$ cat src/hw/rtl/led_pattern_and_button_supervisor_core_macros.svh
// Assertion helpers for the supervisor RTL, used by lpbs_core.
// Each use expects clk and rst_n in scope.
`ifndef LED_PATTERN_AND_BUTTON_SUPERVISOR_CORE_MACROS_SVH
`define LED_PATTERN_AND_BUTTON_SUPERVISOR_CORE_MACROS_SVH

// Consequent checked in the same cycle as the antecedent
`define LPBS_ASSERT_SAME(label, ante, cons, msg) \
    label: assert property (@(posedge clk) disable iff (!rst_n) (ante) |-> (cons)) \
        else $error(msg);

// Consequent checked in the cycle after the antecedent
`define LPBS_ASSERT_NEXT(label, ante, cons, msg) \
    label: assert property (@(posedge clk) disable iff (!rst_n) (ante) |=> (cons)) \
        else $error(msg);

`endif

$ cat src/hw/rtl/lpbs_pkg.sv
package lpbs_pkg;

    // LED count and the number of LEDs that reach the pin fields
    localparam int LED_COUNT = 4;
    localparam int PIN_W     = 4;
    localparam int PIN_COUNT = (LED_COUNT < PIN_W) ? LED_COUNT : PIN_W;

    // Field widths
    localparam int OP_W      = 2;
    localparam int BTN_W     = 7;
    localparam int IDX_W     = 2;
    localparam int COLOUR_W  = 2;
    localparam int PATTERN_W = 16;
    localparam int PHASE_W   = 4;
    localparam int TICK_W    = 10;
    localparam int TIME_W    = 32;
    localparam int CFG_IDX_W = 2;
    localparam int CFG_DATA_W = 32;

    // Colour and button bits
    localparam int POWER_BIT      = 6;
    localparam int COLOUR_RED_BIT = 0;
    localparam int COLOUR_GRN_BIT = 1;

    localparam logic [COLOUR_W-1:0]  COLOUR_YELLOW = 2'b11;
    localparam logic [PATTERN_W-1:0] ALWAYS_ON     = 16'hFFFF;

    // Register reset values
    localparam logic [TICK_W-1:0] TICK_PERIOD_RST = 10'd50;
    localparam logic [TIME_W-1:0] IDLE_LIMIT_RST  = 32'd300000;
    localparam logic [TIME_W-1:0] HOLD_LIMIT_RST  = 32'd3000;

    typedef enum logic [OP_W-1:0] {
        OP_TICK       = 2'd0,
        OP_SET_LED    = 2'd1,
        OP_READ       = 2'd2,
        OP_CLEAR_IDLE = 2'd3
    } op_t;

    typedef enum logic [CFG_IDX_W-1:0] {
        CFG_TICK_PERIOD = 2'd0,
        CFG_IDLE_LIMIT  = 2'd1,
        CFG_HOLD_LIMIT  = 2'd2
    } cfg_idx_t;

    typedef struct packed {
        op_t                  op;
        logic [BTN_W-1:0]     pressed_mask;
        logic [IDX_W-1:0]     led_index;
        logic [COLOUR_W-1:0]  led_colour;
        logic [PATTERN_W-1:0] blink_pattern;
        logic                 continuous_read;
    } in_item_t;

    typedef struct packed {
        logic [PIN_W-1:0] red_pins;
        logic [PIN_W-1:0] green_pins;
        logic             power_off;
        logic [BTN_W-1:0] button_report;
        logic [BTN_W-1:0] single_button;
    } out_item_t;

endpackage

$ cat src/hw/rtl/led_pattern_and_button_supervisor_core.sv
// LED pattern and button supervisor. One item (tick, set LED, read buttons or
// clear idle time) is taken per clock cycle while in_stall is low and yields
// exactly one result item: it is held in the input register, then the whole
// update runs in a single pass of logic into the result register. When the
// result register is held by out_stall, one more item is still taken into the
// input register before in_stall rises. Configuration writes (tick period,
// idle limit, power hold limit) take effect on the next cycle and belong to
// idle periods. The power-off flag is sticky until reset; pins change only on
// ticks. No start-up pass is needed after reset.
module led_pattern_and_button_supervisor_core
(
    input  logic                                clk,
    input  logic                                rst_n,
    input  logic                                in_valid,
    output logic                                in_stall,
    input  lpbs_pkg::in_item_t                  in_item,
    output logic                                out_valid,
    input  logic                                out_stall,
    output lpbs_pkg::out_item_t                 out_item,
    input  logic                                cfg_we,
    input  logic [lpbs_pkg::CFG_IDX_W-1:0]      cfg_index,
    input  logic [lpbs_pkg::CFG_DATA_W-1:0]     cfg_data
);
    import lpbs_pkg::*;

    logic      stage_valid;
    in_item_t  stage_item;
    logic      advance;
    logic      step;
    out_item_t result;

    // An item updates state when it moves into the result register
    assign step = stage_valid && advance;

    lpbs_in_stage u_in_stage
    (
        .clk         (clk),
        .rst_n       (rst_n),
        .in_valid    (in_valid),
        .in_stall    (in_stall),
        .in_item     (in_item),
        .advance     (advance),
        .stage_valid (stage_valid),
        .stage_item  (stage_item)
    );

    lpbs_core u_core
    (
        .clk       (clk),
        .rst_n     (rst_n),
        .step      (step),
        .item      (stage_item),
        .cfg_we    (cfg_we),
        .cfg_index (cfg_index),
        .cfg_data  (cfg_data),
        .result    (result)
    );

    lpbs_out_stage u_out_stage
    (
        .clk         (clk),
        .rst_n       (rst_n),
        .stage_valid (stage_valid),
        .result      (result),
        .advance     (advance),
        .out_valid   (out_valid),
        .out_stall   (out_stall),
        .out_item    (out_item)
    );

endmodule

$ cat src/hw/rtl/lpbs_in_stage.sv
module lpbs_in_stage
(
    input  logic              clk,
    input  logic              rst_n,
    input  logic              in_valid,
    output logic              in_stall,
    input  lpbs_pkg::in_item_t in_item,
    input  logic              advance,
    output logic              stage_valid,
    output lpbs_pkg::in_item_t stage_item
);
    import lpbs_pkg::*;

    logic     valid_reg;
    logic     valid_next;
    in_item_t item_reg;
    logic     load;

    // Stall only when the held item cannot move on this cycle
    assign in_stall = valid_reg && !advance;
    assign load     = in_valid && !in_stall;

    always_comb
    begin
        if (load)
        begin
            valid_next = 1'b1;
        end
        else if (advance)
        begin
            valid_next = 1'b0;
        end
        else
        begin
            valid_next = valid_reg;
        end
    end

    always_ff @(posedge clk or negedge rst_n)
    begin
        if (!rst_n)
        begin
            valid_reg <= 1'b0;
        end
        else
        begin
            valid_reg <= valid_next;
        end
    end

    // Payload register, no reset
    always_ff @(posedge clk)
    begin
        if (load)
        begin
            item_reg <= in_item;
        end
    end

    assign stage_valid = valid_reg;
    assign stage_item  = item_reg;

endmodule

$ cat src/hw/rtl/lpbs_core.sv
`include "led_pattern_and_button_supervisor_core_macros.svh"

module lpbs_core
(
    input  logic                                 clk,
    input  logic                                 rst_n,
    input  logic                                 step,
    input  lpbs_pkg::in_item_t                   item,
    input  logic                                 cfg_we,
    input  logic [lpbs_pkg::CFG_IDX_W-1:0]       cfg_index,
    input  logic [lpbs_pkg::CFG_DATA_W-1:0]      cfg_data,
    output lpbs_pkg::out_item_t                  result
);
    import lpbs_pkg::*;

    // Configuration
    logic [TICK_W-1:0] tick_period_reg;
    logic [TIME_W-1:0] idle_limit_reg;
    logic [TIME_W-1:0] hold_limit_reg;

    // Supervisor state
    logic [BTN_W-1:0]     cur_buttons_reg,  cur_buttons_next;
    logic [BTN_W-1:0]     last_rep_reg,     last_rep_next;
    logic [TIME_W-1:0]    idle_time_reg,    idle_time_next;
    logic [TIME_W-1:0]    hold_time_reg,    hold_time_next;
    logic [PHASE_W-1:0]   phase_reg,        phase_next;
    logic                 shutdown_reg,     shutdown_next;
    logic [PIN_W-1:0]     red_reg,          red_next;
    logic [PIN_W-1:0]     green_reg,        green_next;
    logic [PATTERN_W-1:0] pattern_reg [LED_COUNT];
    logic [PATTERN_W-1:0] pattern_next [LED_COUNT];
    logic [COLOUR_W-1:0]  colour_reg [LED_COUNT];
    logic [COLOUR_W-1:0]  colour_next [LED_COUNT];

    // Saturating timer sums
    logic [TIME_W:0]    idle_sum;
    logic [TIME_W:0]    hold_sum;
    logic [TIME_W-1:0]  idle_sat;
    logic [TIME_W-1:0]  hold_sat;
    logic [BTN_W-1:0]   report;
    logic [BTN_W-1:0]   single;

    assign idle_sum = {1'b0, idle_time_reg} + (TIME_W+1)'(tick_period_reg);
    assign hold_sum = {1'b0, hold_time_reg} + (TIME_W+1)'(tick_period_reg);
    assign idle_sat = idle_sum[TIME_W] ? '1 : idle_sum[TIME_W-1:0];
    assign hold_sat = hold_sum[TIME_W] ? '1 : hold_sum[TIME_W-1:0];

    // Next state for one item
    always_comb
    begin
        cur_buttons_next = cur_buttons_reg;
        last_rep_next    = last_rep_reg;
        idle_time_next   = idle_time_reg;
        hold_time_next   = hold_time_reg;
        phase_next       = phase_reg;
        shutdown_next    = shutdown_reg;
        red_next         = red_reg;
        green_next       = green_reg;
        pattern_next     = pattern_reg;
        colour_next      = colour_reg;
        report           = '0;

        unique case (item.op)
            OP_TICK:
            begin
                cur_buttons_next = item.pressed_mask;

                // Idle timer runs while nothing is pressed
                if (item.pressed_mask == '0)
                begin
                    idle_time_next = idle_sat;
                    if (idle_sat > idle_limit_reg)
                    begin
                        shutdown_next = 1'b1;
                    end
                end
                else
                begin
                    idle_time_next = '0;
                end

                // Power button hold; timeout forces every LED to steady yellow
                if (item.pressed_mask[POWER_BIT])
                begin
                    hold_time_next = hold_sat;
                    if (hold_sat > hold_limit_reg)
                    begin
                        for (int j = 0; j < LED_COUNT; j++)
                        begin
                            colour_next[j]  = COLOUR_YELLOW;
                            pattern_next[j] = ALWAYS_ON;
                        end
                        shutdown_next = 1'b1;
                    end
                end
                else
                begin
                    hold_time_next = '0;
                end

                phase_next = phase_reg + 1'b1;

                // Pins from the new phase
                red_next   = '0;
                green_next = '0;
                for (int i = 0; i < PIN_COUNT; i++)
                begin
                    if (pattern_next[i][phase_next])
                    begin
                        red_next[i]   = colour_next[i][COLOUR_RED_BIT];
                        green_next[i] = colour_next[i][COLOUR_GRN_BIT];
                    end
                end
            end
            OP_SET_LED:
            begin
                for (int j = 0; j < LED_COUNT; j++)
                begin
                    if (int'(item.led_index) == j)
                    begin
                        colour_next[j]  = item.led_colour;
                        pattern_next[j] = item.blink_pattern;
                    end
                end
            end
            OP_READ:
            begin
                if (item.continuous_read || (cur_buttons_reg != last_rep_reg))
                begin
                    last_rep_next = cur_buttons_reg;
                    report        = cur_buttons_reg;
                end
            end
            OP_CLEAR_IDLE:
            begin
                idle_time_next = '0;
            end
            default:
            begin
                idle_time_next = idle_time_reg;
            end
        endcase
    end

    // Lowest pressed bit of the report
    assign single = report & (~report + 1'b1);

    assign result.red_pins      = red_next;
    assign result.green_pins    = green_next;
    assign result.power_off     = shutdown_next;
    assign result.button_report = report;
    assign result.single_button = single;

    // Configuration writes
    always_ff @(posedge clk or negedge rst_n)
    begin
        if (!rst_n)
        begin
            tick_period_reg <= TICK_PERIOD_RST;
            idle_limit_reg  <= IDLE_LIMIT_RST;
            hold_limit_reg  <= HOLD_LIMIT_RST;
        end
        else if (cfg_we)
        begin
            unique case (cfg_idx_t'(cfg_index))
                CFG_TICK_PERIOD: tick_period_reg <= cfg_data[TICK_W-1:0];
                CFG_IDLE_LIMIT:  idle_limit_reg  <= cfg_data[TIME_W-1:0];
                CFG_HOLD_LIMIT:  hold_limit_reg  <= cfg_data[TIME_W-1:0];
                default:         tick_period_reg <= tick_period_reg;
            endcase
        end
    end

    // State update when an item passes through
    always_ff @(posedge clk or negedge rst_n)
    begin
        if (!rst_n)
        begin
            cur_buttons_reg <= '0;
            last_rep_reg    <= '0;
            idle_time_reg   <= '0;
            hold_time_reg   <= '0;
            phase_reg       <= '0;
            shutdown_reg    <= 1'b0;
            red_reg         <= '0;
            green_reg       <= '0;
            for (int j = 0; j < LED_COUNT; j++)
            begin
                pattern_reg[j] <= '0;
                colour_reg[j]  <= '0;
            end
        end
        else if (step)
        begin
            cur_buttons_reg <= cur_buttons_next;
            last_rep_reg    <= last_rep_next;
            idle_time_reg   <= idle_time_next;
            hold_time_reg   <= hold_time_next;
            phase_reg       <= phase_next;
            shutdown_reg    <= shutdown_next;
            red_reg         <= red_next;
            green_reg       <= green_next;
            pattern_reg     <= pattern_next;
            colour_reg      <= colour_next;
        end
    end

    // Checks
    `LPBS_ASSERT_NEXT(a_shutdown_sticky, shutdown_reg, shutdown_reg, "power-off flag dropped")
    `LPBS_ASSERT_NEXT(a_idle_cleared, step && (item.op == OP_CLEAR_IDLE), idle_time_reg == '0, "idle time not cleared")
    `LPBS_ASSERT_NEXT(a_hold_cleared, step && (item.op == OP_TICK) && !item.pressed_mask[POWER_BIT], hold_time_reg == '0, "hold time not cleared on release")
    `LPBS_ASSERT_SAME(a_single_onehot, step, $onehot0(result.single_button) && ((result.single_button & ~result.button_report) == '0), "single button not a bit of the report")

endmodule

$ cat src/hw/rtl/lpbs_out_stage.sv
module lpbs_out_stage
(
    input  logic                clk,
    input  logic                rst_n,
    input  logic                stage_valid,
    input  lpbs_pkg::out_item_t result,
    output logic                advance,
    output logic                out_valid,
    input  logic                out_stall,
    output lpbs_pkg::out_item_t out_item
);
    import lpbs_pkg::*;

    logic      valid_reg;
    logic      valid_next;
    out_item_t item_reg;

    // Result register can take a new item when empty or being drained
    assign advance = !valid_reg || !out_stall;

    always_comb
    begin
        if (advance)
        begin
            valid_next = stage_valid;
        end
        else
        begin
            valid_next = valid_reg;
        end
    end

    always_ff @(posedge clk or negedge rst_n)
    begin
        if (!rst_n)
        begin
            valid_reg <= 1'b0;
        end
        else
        begin
            valid_reg <= valid_next;
        end
    end

    always_ff @(posedge clk)
    begin
        if (advance && stage_valid)
        begin
            item_reg <= result;
        end
    end

    assign out_valid = valid_reg;
    assign out_item  = item_reg;

endmodule

$ cat config.mk
export PLATFORM = sky130hd
export DESIGN_NAME = led_pattern_and_button_supervisor_core
export DESIGN_NICKNAME = d
export VERILOG_FILES = /design/src/hw/rtl/lpbs_pkg.sv /design/src/hw/rtl/led_pattern_and_button_supervisor_core.sv /design/src/hw/rtl/lpbs_in_stage.sv /design/src/hw/rtl/lpbs_core.sv /design/src/hw/rtl/lpbs_out_stage.sv
export VERILOG_INCLUDE_DIRS = /design/src /design/src/hw/rtl
export SDC_FILE = /design/constraint.sdc
export NUM_CORES = 1
export LEC_CHECK = 0
export BUFFER_PORTS_ARGS = -buffer_cell sky130_fd_sc_hd__buf_2
export CAP_MARGIN = 20
export CORE_MARGIN = 4
export CORE_UTILIZATION = 35
export CTS_BUF_LIST = sky130_fd_sc_hd__clkbuf_4
export CTS_CLUSTER_SIZE = 28
export DETAILED_ROUTE_END_ITERATION = 10
export SLEW_MARGIN = 20
export SYNTH_ARGS = -nofsm -noshare
export SYNTH_HDL_FRONTEND = slang
export SYNTH_HIERARCHICAL = 1
export SYNTH_SLANG_ARGS = --single-unit
$ cat constraint.sdc
create_clock -name clk -period 6.12 [get_ports clk]
set_clock_uncertainty 0.1 [all_clocks]
set_input_delay 1.224 -clock clk [delete_from_list [all_inputs] [get_ports clk]]
set_output_delay 1.224 -clock clk [all_outputs]
set_load 0.02 [all_outputs]
; ---- After elaboration in Yosys (flattened, before gate mapping)
; Index checks and enable logic that the tools add are counted.
[word_totals]
reg_bits = 292
inputBits = 69
out_inout_bits = 25
wordCells = 127
[classes]
addsub = 4
n_lt_le_gt_ge = 3
eq_ne = 13
n_mux = 47
bitwise_logic = 2
reduce_logical = 26
[op_table]
columns = cell, count
row1 = 2-to-1 mux 64 bit, 3
row2 = 2-to-1 mux 32 bit, 4
row3 = case mux 64 bit (2 select lines), 1
row4 = adder 32 x 10 -> 33 bit, 2
row5 = > comparator 32 bit, 2
row6 = 2-to-1 mux 16 bit, 4
row7 = case mux 32 bit (2 select lines), 1
row8 = 2-to-1 mux 1 bit, 19
row9 = binary-select mux 1 bit (select 4 bit), 4
row10 = 2-to-1 mux 8 bit, 2
row11 = case mux 8 bit (2 select lines), 1
row12 = AND reduction 3 bit, 5
row13 = 2-to-1 mux 7 bit, 2
row14 = == test 2 bit (second input constant), 5
row15 = AND reduction 2 bit, 5
row16 = 2-to-1 mux 2 bit, 4
row17 = 2-to-1 mux 4 bit, 2
row18 = inequality test 2 x 1 -> 1 bit (second input constant), 4
row19 = adder 7 x 1 -> 7 bit (second input constant), 1
row20 = bitwise AND 7 bit, 1
row21 = logical NOT 7 bit, 1
row22 = inequality test 7 bit, 1
row23 = NOT 7 bit, 1
row24 = == test 2 x 1 -> 1 bit (second input constant), 3
row25 = 7 further kinds, 17

; ---- Longest topological paths before layout
[depth]
ltp_word = 10
depth_mapped = 20
depth_no_buf = 17

; ---- By module
; Netlist, hierarchy kept.
[modules_own_cells]
columns = module, instances, cells_each, area_per_inst_um2
row1 = lpbs_core, 1, 1539, 14269.9
row2 = lpbs_in_stage, 1, 35, 958.4
row3 = lpbs_out_stage, 1, 27, 738.2
row4 = led_pattern_and_button_supervisor_core, 1, 1, 6.3

; ---- Least setup slack after synthesis
; OpenSTA, ideal clock, no wires.
[synth_path]
kind = register -> register
start = register u_core.tick_period_reg[0]
end = register u_out_stage.item_reg, in the netlist u_out_stage/out_item[14] (data pin)
t_arrival_ps = 4896
required_ps = 5769
slack_ps = 872
path_stages_with_launch = 20
path_cell_list = dfrtp_1 ha_1 fa_1 a211o_1 a2111oi_0 o21ai_0 nor2b_1 clkbuf_1 nand3_1 xor2_1 nand2_1 ha_1 and4_1 and3_1 or4b_1 a41o_1 buf_2 a2111oi_0 nor2_1 buf_4
[synth_via]
elab_chain_len = 8
[synth_rtl]
columns = item, line
row1 = start: declaration, lpbs_core.sv:17  ; logic [TICK_W-1:0] tick_period_reg;
row2 = start signal: assignment, lpbs_core.sv:166  ; CFG_TICK_PERIOD: tick_period_reg <= cfg_data[TICK_W-1:0];
row3 = start signal: assignment, lpbs_core.sv:169  ; default: tick_period_reg <= tick_period_reg;
row4 = adder 32 x 10 -> 33 bit, lpbs_core.sv:43  ; assign idle_sum = {1'b0, idle_time_reg} + (TIME_W+1)'(tick_period_reg);
row5 = 2-to-1 mux 32 bit, lpbs_core.sv:45  ; assign idle_sat = idle_sum[TIME_W] ? '1 : idle_sum[TIME_W-1:0];
row6 = > comparator 32 bit, lpbs_core.sv:72  ; if (idle_sat > idle_limit_reg)
row7 = 2-to-1 mux 1 bit, lpbs_core.sv:72
row8 = 2-to-1 mux 1 bit, lpbs_core.sv:69  ; if (item.pressed_mask == '0)
row9 = 2-to-1 mux 1 bit, lpbs_core.sv:86  ; if (hold_sat > hold_limit_reg)
row10 = 2-to-1 mux 1 bit *, lpbs_core.sv:83  ; if (item.pressed_mask[POWER_BIT])
row11 = 2-to-1 mux 1 bit *, lpbs_core.sv:63  ; unique case (item.op)
row12 = net u_core.shutdown_next, lpbs_core.sv:27  ; logic shutdown_reg, shutdown_next;
row13 = end signal: assignment, lpbs_out_stage.sv:49  ; item_reg <= result;
row14 = end: declaration, lpbs_out_stage.sv:16  ; out_item_t item_reg;
; Mark *: on every way through the listed nets, which the timed path passes. The rest lies on a longest branch.
; A chain may end at the register's enable or synchronous reset.

==> flow_summary.toml <==
[critical_path]
endpoint_kind = "flip-flop"
slowest_delay_ns = 0.56
path_cells = "ha_1, fa_1, a211o_1, a2111oi_0, o21ai_0, or3b_1, buf_4, nand2_1, ha_1, a21oi_1, o21ai_0, and3_1, or4b_1, a41o_1, a2111oi_0, nor2_1"
worstPathRequired_ns = 6.54
slowest_stage = "or3b_1"
critPathLaunchType = "flip-flop"
reg2reg_slack_ns = 0.43
path_class = "reg2reg"
cp_max_fo = 14
cp.arrival_ns = 6.11

[finish]
final_common_cell = "dfrtp_1"
syn_to_final_growth_pct = 14.2
largest_register_ffs = 64
fin_nets = 1889
fillers = 4473
drive_gt1_frac = 0.216
seqCellArea_um2 = 7590
layout_common_cells = "dfrtp_1 (221), a21oi_1 (173), inv_1 (148)"
fin_cells = 2399
multi_input_area_um2 = 7500

[die]
rows = 78
start_util = 0.353
die_w_um = 222
die_h_um = 222
core_um2 = 45300
die_area_um2 = 49100
top_level_ports = 94

[grt]
overflow = 0
antenna_found_initial = 1
grt_start_max_net_pins = 118
grt.total_usage = 0.171
grt_first_pass_wirelength_um = 68100
grt_pass1_vias = 12622

[clocking]
cts.htree.levels = 3
numCtsBuffers = 83
hold_buffers = 0
cts_sinks = 292
clock_latency_ns = 0.82
cts_tree = "done"
cts_resized = 0
post_cts_buffers = 0
clockBufferDepth = 3
cts.clk_slew.worst_paths_ns = 0.06
cts-root-buf = "clkbuf_4"

[placed_design]
place.gp.congestion = 0.839
dp_hpwl_um = 29400
portBuffers = 93
placed_cells = 2243

[detailed_routing]
first_pass_iters = 5
via_count = 12763
wl_per_cell_um = 17.6
drtIter0Drc = 868
viasPerCell = 5.32
drt_wl_total_um = 42300
drc = 0
final_antenna_net_count = 0

[timing]
hold_viol_final = 0
setup_tns_ns = 0
slew-limit-headroom = 0.286
rsz0062_at_grt = "false"
drv_slew = 0
fmax_mhz = 176
period_minus_slack_ns = 5.69
worst_slew_pin_slew_ns = 1.06
period_share = 0.930
setup_violations = 0

[synthesis]
synth.distinct_cells = 79
yosysWarnings = 6
synth-seq-area-share = 0.475
synthCells = 1602
synth.cell_area_um2 = 16000
async_reset_ff_frac = 0.818
synth_seq_cells = 292
synthFlopType = "dfrtp_1"
synth_edf_count = 53
syn-mean-instance-area_um2 = 9.97
synth_nets = 1762

[min_path]
min_path_type = "in2async"

[pwr]
p_leak_nw = 8.21
ir_drop_v = 0.000176
p_total_mw = 5.93
p_per_area_nw_per_um2 = 325

[status]
status = "complete, no violations"

[run]
maxCapViolCount = 0
==> cell type report <==
type                    count  area share
repair buffers            119      0.0379
inverters                 149      0.0307
clock inverters            19     0.00761
diodes                      2    0.000274
well taps                 600      0.0411
clock buffers             134      0.0551
multi-input cells        1084       0.411
flip-flops and latches    292       0.416
==> critical path, delay by kind of cell, from the launching register on <==
| kind | cells | cell delay, ns |
|---|---|---|
| AOI/OAI and AO/OA | 7 | 2.18 |
| and+or+nand+nor | 5 | 1.49 |
| adders and majority gates | 3 | 1.00 |
| DFF | 1 | 0.40 |
| buffers and inverters | 1 | 0.21 |
==> synthesized netlist by cell type, types with 15 or more instances <==
cell type	count	share of area
dfrtp_1	221	0.35
a21oi_1	173	0.054
inv_1	148	0.035
nand2_1	144	0.034
ha_1	89	0.070
mux2_2	86	0.061
o22ai_1	75	0.029
nor2_1	65	0.015
clkbuf_1	54	0.013
o21ai_0	54	0.017
edfxtp_1	53	0.10
nand3_1	47	0.015
nand4_1	33	0.013
xor2_1	29	0.016
o211ai_1	23	0.011
a22o_1	22	0.012
and3_1	20	0.0078
xnor2_1	20	0.011
dfstp_2	18	0.030
a31oi_1	15	0.0059
==> worst paths after layout <==
| check | startpoint | endpoint | cells after the start |
|---|---|---|---|
| max | u_core/tick_period_reg[0] | u_out_stage/out_item[14] | 16 |
| min | rst_n | u_core/hold_limit_reg[6] | 1 |
| max reg2reg | u_core/tick_period_reg[0] | u_out_stage/out_item[14] | 16 |
| min reg2reg | u_in_stage/stage_item[23] | u_core/cur_buttons_reg[2] | 2 |
| max in group asynchronous | rst_n | u_core/idle_limit_reg[2] | 2 |
| min in group clk | u_in_stage/stage_item[23] | u_core/cur_buttons_reg[2] | 2 |
==> routing by layer <==
metal / routed length (µm) / vias up / global-route usage
li1: - / 6121 / -
met4: 1520 / 0 / 0.0752
met1: 18800 / 6250 / 0.223
met3: 1930 / 89 / 0.0352
met2: 20100 / 303 / 0.275
met5: 0 / - / 0
==> where the power goes <==
| group | internal (mW) | switching, mW | total [mW] | leakage [nW] |
|---|---|---|---|---|
| Clock | 1.08 | 0.863 | 1.94 | 0.678 |
| Combinational | 0.645 | 0.940 | 1.58 | 3.91 |
| Sequential | 2.22 | 0.190 | 2.41 | 3.62 |
==> per-stage QoR <==
step	utilization	instance area, µm²	setup slack (ns)	hold WS (ns)
6_report	0.403	18200	0.429	0.269
5_1_grt	0.403	18200	0.0209	0.273
4_1_cts	0.402	18200	0.441	0.197
3_5_place_dp	0.377	17100	0.503	0.355
3_3_place_gp	0.377	17100	0.604	0.350
2_1_floorplan	-	16000	0.872	0.341
==> kinds of logic (layout without fill, tap and decap cells) <==
group           Yosys count  count (layout)  synth area share
compound gates          435             435             0.168
xor+xnor                 49              49            0.0269
fa+ha+maj                91              91            0.0722
buf+inv                 226             421            0.0559
flops                   292             292             0.475
mux                      94              94            0.0696
other cells               0               2                 0
simple gates            415             415             0.132
Power figures use the tool's default switching activity.
